`config.mk`:
```
export PLATFORM = sky130hd
export DESIGN_NAME = fdl_delay_mod
export DESIGN_NICKNAME = d
export VERILOG_FILES = /design/src/design/fdl_pkg.sv /design/src/design/fdl_delay_mod.sv
export SDC_FILE = /design/constraint.sdc
export NUM_CORES = 1
export LEC_CHECK = 0
export ABC_AREA = 1
export BUFFER_PORTS_ARGS = -buffer_cell sky130_fd_sc_hd__buf_2
export CAP_MARGIN = 25
export CORE_AREA = 3 3 40 42
export CTS_CLUSTER_DIAMETER = 50
export DETAILED_ROUTE_END_ITERATION = 10
export DIE_AREA = 0 0 43 45
export GPL_TIMING_DRIVEN = 0
export PLACE_DENSITY = 0.66
export SLEW_MARGIN = 0
export SYNTH_ARGS = -nofsm -noshare
export SYNTH_HDL_FRONTEND = slang
export SYNTH_SLANG_ARGS = --single-unit
```
`constraint.sdc`:
```
create_clock -name clock -period 0.8 [get_ports clock]
set_clock_uncertainty 0.1 [all_clocks]
set_input_delay 0.04 -clock clock [delete_from_list [all_inputs] [get_ports clock]]
set_output_delay 0.04 -clock clock [all_outputs]
set_load 0.02 [all_outputs]
```
`src/design/fdl_pkg.sv`:
```
package fdl_pkg;

   localparam int BUFFER_DEPTH_DEFAULT  = 1024;
   localparam int SAMPLE_BITS_DEFAULT   = 16;
   localparam int FRACTION_BITS_DEFAULT = 8;

   localparam int DELAY_BITS     = 18;
   localparam int GAIN_BITS      = 16;
   localparam int GAIN_SHIFT     = 15;
   localparam int CSR_INDEX_BITS = 2;

   localparam logic [DELAY_BITS-1:0]       DELAY_RESET    = '0;
   localparam logic signed [GAIN_BITS-1:0] FEEDBACK_RESET = 16'sd0;
   localparam logic signed [GAIN_BITS-1:0] DRY_RESET      = 16'sd32767;
   localparam logic signed [GAIN_BITS-1:0] WET_RESET      = 16'sd16384;

   typedef enum logic [CSR_INDEX_BITS-1:0] {
      CSR_DELAY_LENGTH  = 2'd0,
      CSR_FEEDBACK_GAIN = 2'd1,
      CSR_DRY_GAIN      = 2'd2,
      CSR_WET_GAIN      = 2'd3
   } csr_index_type;

endpackage

```
`src/design/fdl_delay_mod.sv`:
```
module fdl_delay_mod #(
   parameter int BUFFER_DEPTH  = fdl_pkg::BUFFER_DEPTH_DEFAULT,
   parameter int FRACTION_BITS = fdl_pkg::FRACTION_BITS_DEFAULT
) (
   input  logic                                          clock,
   input  logic [fdl_pkg::DELAY_BITS-FRACTION_BITS-1:0]  delay_int,
   output logic [$clog2(BUFFER_DEPTH)-1:0]               delay_mod
);

   localparam int IW   = fdl_pkg::DELAY_BITS - FRACTION_BITS;
   localparam int LW   = $clog2(BUFFER_DEPTH);
   localparam int SH   = IW + LW;
   localparam int MW   = IW + 2;
   localparam int PW   = SH + IW;
   localparam int RW   = IW + LW + 1;
   localparam logic [63:0] RECIP =
      ((64'd1 << SH) + 64'(BUFFER_DEPTH) - 64'd1) / 64'(BUFFER_DEPTH);

   logic [PW-1:0] quot_prod;
   logic [IW-1:0] quot_ff;
   logic [IW-1:0] num_ff;
   logic [RW-1:0] rem_full;
   logic [LW-1:0] mod_ff;

   // reciprocal multiply gives the exact quotient for every value of the integer part
   assign quot_prod = PW'(delay_int) * PW'(RECIP[MW-1:0]);
   assign rem_full  = RW'(num_ff) - RW'(quot_ff) * RW'(BUFFER_DEPTH);

   always_ff @(posedge clock) begin
      num_ff  <= delay_int;
      quot_ff <= quot_prod[SH +: IW];
      mod_ff  <= rem_full[LW-1:0];
   end

   assign delay_mod = mod_ff;

endmodule

```
==> load_flow_metrics.sql <==
INSERT INTO impl_metrics (metric_group, metric, value, unit) VALUES
('min_path', 'hold-path-cell-count', '0', ''),
('yosys', 'synth.ff_latch_count', '20', ''),
('clock_network', 'cts.sinks', '20', ''),
('final_layout', 'final-instance-count-excl-fill', '69', ''),
('placement', 'weighted_congestion_at_the_end_of_routability_driven_global_placement', '0.534', ''),
('global_route', 'maximum_number_of_pins_on_one_net_before_global_route_repair', '12', ''),
('yosys', 'avgSynthCellArea', '20.0', 'um2'),
('placement', 'count_of_input_and_output_buffers', '20', ''),
('timing', 'max-slew-margin-rel', '0.935', ''),
('final_layout', 'post_route_cells_drive_above_1_share', '0.630', ''),
('clock_network', 'clk_lat_worst_skew', '0.28', 'ns'),
('timing', 'finalMaxSlewViolations', '0', ''),
('status', 'failed_checks', 'negative setup slack', ''),
('setup_path', 'timing.critical_path.to_type', 'output pin', ''),
('setup_path', 'critical_path.top_delay_family', 'flip-flops', ''),
('timing', 'setup_viol', '10', ''),
('timing', 'final.hold.worst_slack', '0.228', 'ns'),
('yosys', 'syn_nets', '31', ''),
('status', 'run_status', 'complete, but fails checks', ''),
('setup_path', 'critical_path.max_stage_delay', '0.33', 'ns'),
('floorplanning', 'design.core.area', '0.00128', 'mm2'),
('final_layout', 'multi_input_comb_area', '0', 'um2'),
('clock_network', 'h_tree_lvl_count', '1', ''),
('detailed_routing', 'top_routing_layer_in_use', 'met3', ''),
('yosys', 'ys_seq_area_frac', '1.00', ''),
('setup_path', 'critical_path_class', 'reg2out', ''),
('detailed_routing', 'ant_nets', '0', ''),
('floorplanning', 'fp.dieH', '45', 'um'),
('detailed_routing', 'detail_route.drc_violations', '0', ''),
('clock_network', 'clk_transition_reported_paths', '0.10', 'ns'),
('setup_path', 'critical_path_arrival', '0.74', 'ns'),
('floorplanning', 'design.portCount', '21', ''),
('global_route', 'global_route.usage.total', '0.0773', ''),
('power_and_ir_drop', 'design_power_total', '1.76', 'mW'),
('detailed_routing', 'detail_route.vias_per_cell', '3.68', ''),
('power_and_ir_drop', 'power_density', '2410', 'mW/mm2'),
('timing', 'fin_tns_setup', '-0.725', 'ns'),
('detailed_routing', 'routed_wirelength', '636', 'um'),
('timing', 'finalWorstPathRequiredPeriod', '0.877', 'ns'),
('setup_path', 'critical_path.cell_chain', 'buf_6', ''),
('timing', 'finalHoldViolCount', '0', ''),
('timing', 'postLayoutSetupSlackWorst', '-0.0771', 'ns'),
('clock_network', 'cts_tree', 'yes', ''),
('final_layout', 'layout-area-overhead-vs-synth', '82.5', '%'),
('detailed_routing', 'drt-initial-drc-count', '1', ''),
('power_and_ir_drop', 'vdd_ir_drop_max', '0.00146', 'V'),
('global_route', 'via_count_of_the_first_global_routing_pass', '269', ''),
('placement', 'dp_cells', '55', ''),
('global_route', 'grt_pass1_wl', '1.05', 'mm'),
('setup_path', 'path_buf_inv', '1', ''),
('global_route', 'antenna_found_initial', '0', ''),
('min_path', 'hold_path_class', 'reg2reg', ''),
('yosys', 'post_synth_instance_area', '400', 'um2'),
('setup_path', 'path_depth', '1', ''),
('detailed_routing', 'routed-wl-met2', '352', 'um'),
('yosys', 'synthCells', '20', ''),
('floorplanning', 'initial_core_utilization', '0.312', ''),
('floorplanning', 'die_area', '0.00194', 'mm2'),
('detailed_routing', 'wl_met3', '69', 'um'),
('power_and_ir_drop', 'static-leakage-power', '0.331', 'nW'),
('final_layout', 'nets_final', '66', ''),
('detailed_routing', 'post_drt_wl_per_cell', '9.22', 'um'),
('detailed_routing', 'firstDrtPassIters', '2', ''),
('setup_path', 'cpMaxStageDelayCell', 'sky130_fd_sc_hd__dfxtp_2', ''),
('setup_path', 'worstSetupStartpointType', 'flop', ''),
('detailed_routing', 'route.vias.total', '254', ''),
('detailed_routing', 'met1Wirelength', '214', 'um'),
('final_layout', 'inserted_diodes', '0', ''),
('global_route', 'aggregate_global_routing_overflow', '0', ''),
('floorplanning', 'std_cell_rows', '13', ''),
('final_layout', 'layout.comb_gates.multi_input', '0', '');
-- cell type report --
class / count / area (um2)
timing repair buffer: 30 / 263
fill: 105 / 554
sequential: 20 / 413
clock buffer: 4 / 36.3
tap: 15 / 18.8
-- metal layers --
metal  vias to the layer above  track usage
li1                        128            -
met1                       110       0.0718
met3                         0       0.0598
met2                        16        0.135
met4                         0       0.0181
met5                         -            0
-- Yosys cell counts --
master,n,area [um2]
sky130_fd_sc_hd__dfxtp_1,20,400
-- power breakdown --
group | internal (mW) | switching [mW] | total [mW]
combinational | 0.0966 | 0.0538 | 0.150
clock | 0.277 | 0.262 | 0.539
sequential | 1.05 | 0.0169 | 1.07
-- cells in the final DEF (no fill, tap or decap), drive strengths merged --
cell type / count
dfxtp: 20
buf: 20
dlygate4sd3: 10
clkbuf: 4
-- worst paths after layout --
check	startpoint	end	slack [ns]
max	delay_mod[7]	delay_mod[7]	-0.08
min	num_ff[8]	delay_mod[8]	0.23
max reg2reg	num_ff[5]	delay_mod[5]	0.29
min reg2reg	num_ff[8]	delay_mod[8]	0.23
-- registers in the layout, summed over array words and instances, names as in the netlist --
name	count
delay_mod	10
num_ff	10
-- what timing repair did --
item,4_1_cts,5_1_grt
buffers inserted,0,0
endpoints found under the setup margin,10,10
gates resized for setup,30,0
endpoints found under the hold margin,10,0
hold buffers,10,0
gates cloned,0,0
-- cell families after synthesis --
kind of cell  after synthesis  synth area share
DFF                        20              1.00
No activity file was read; power rests on OpenSTA's default activity.
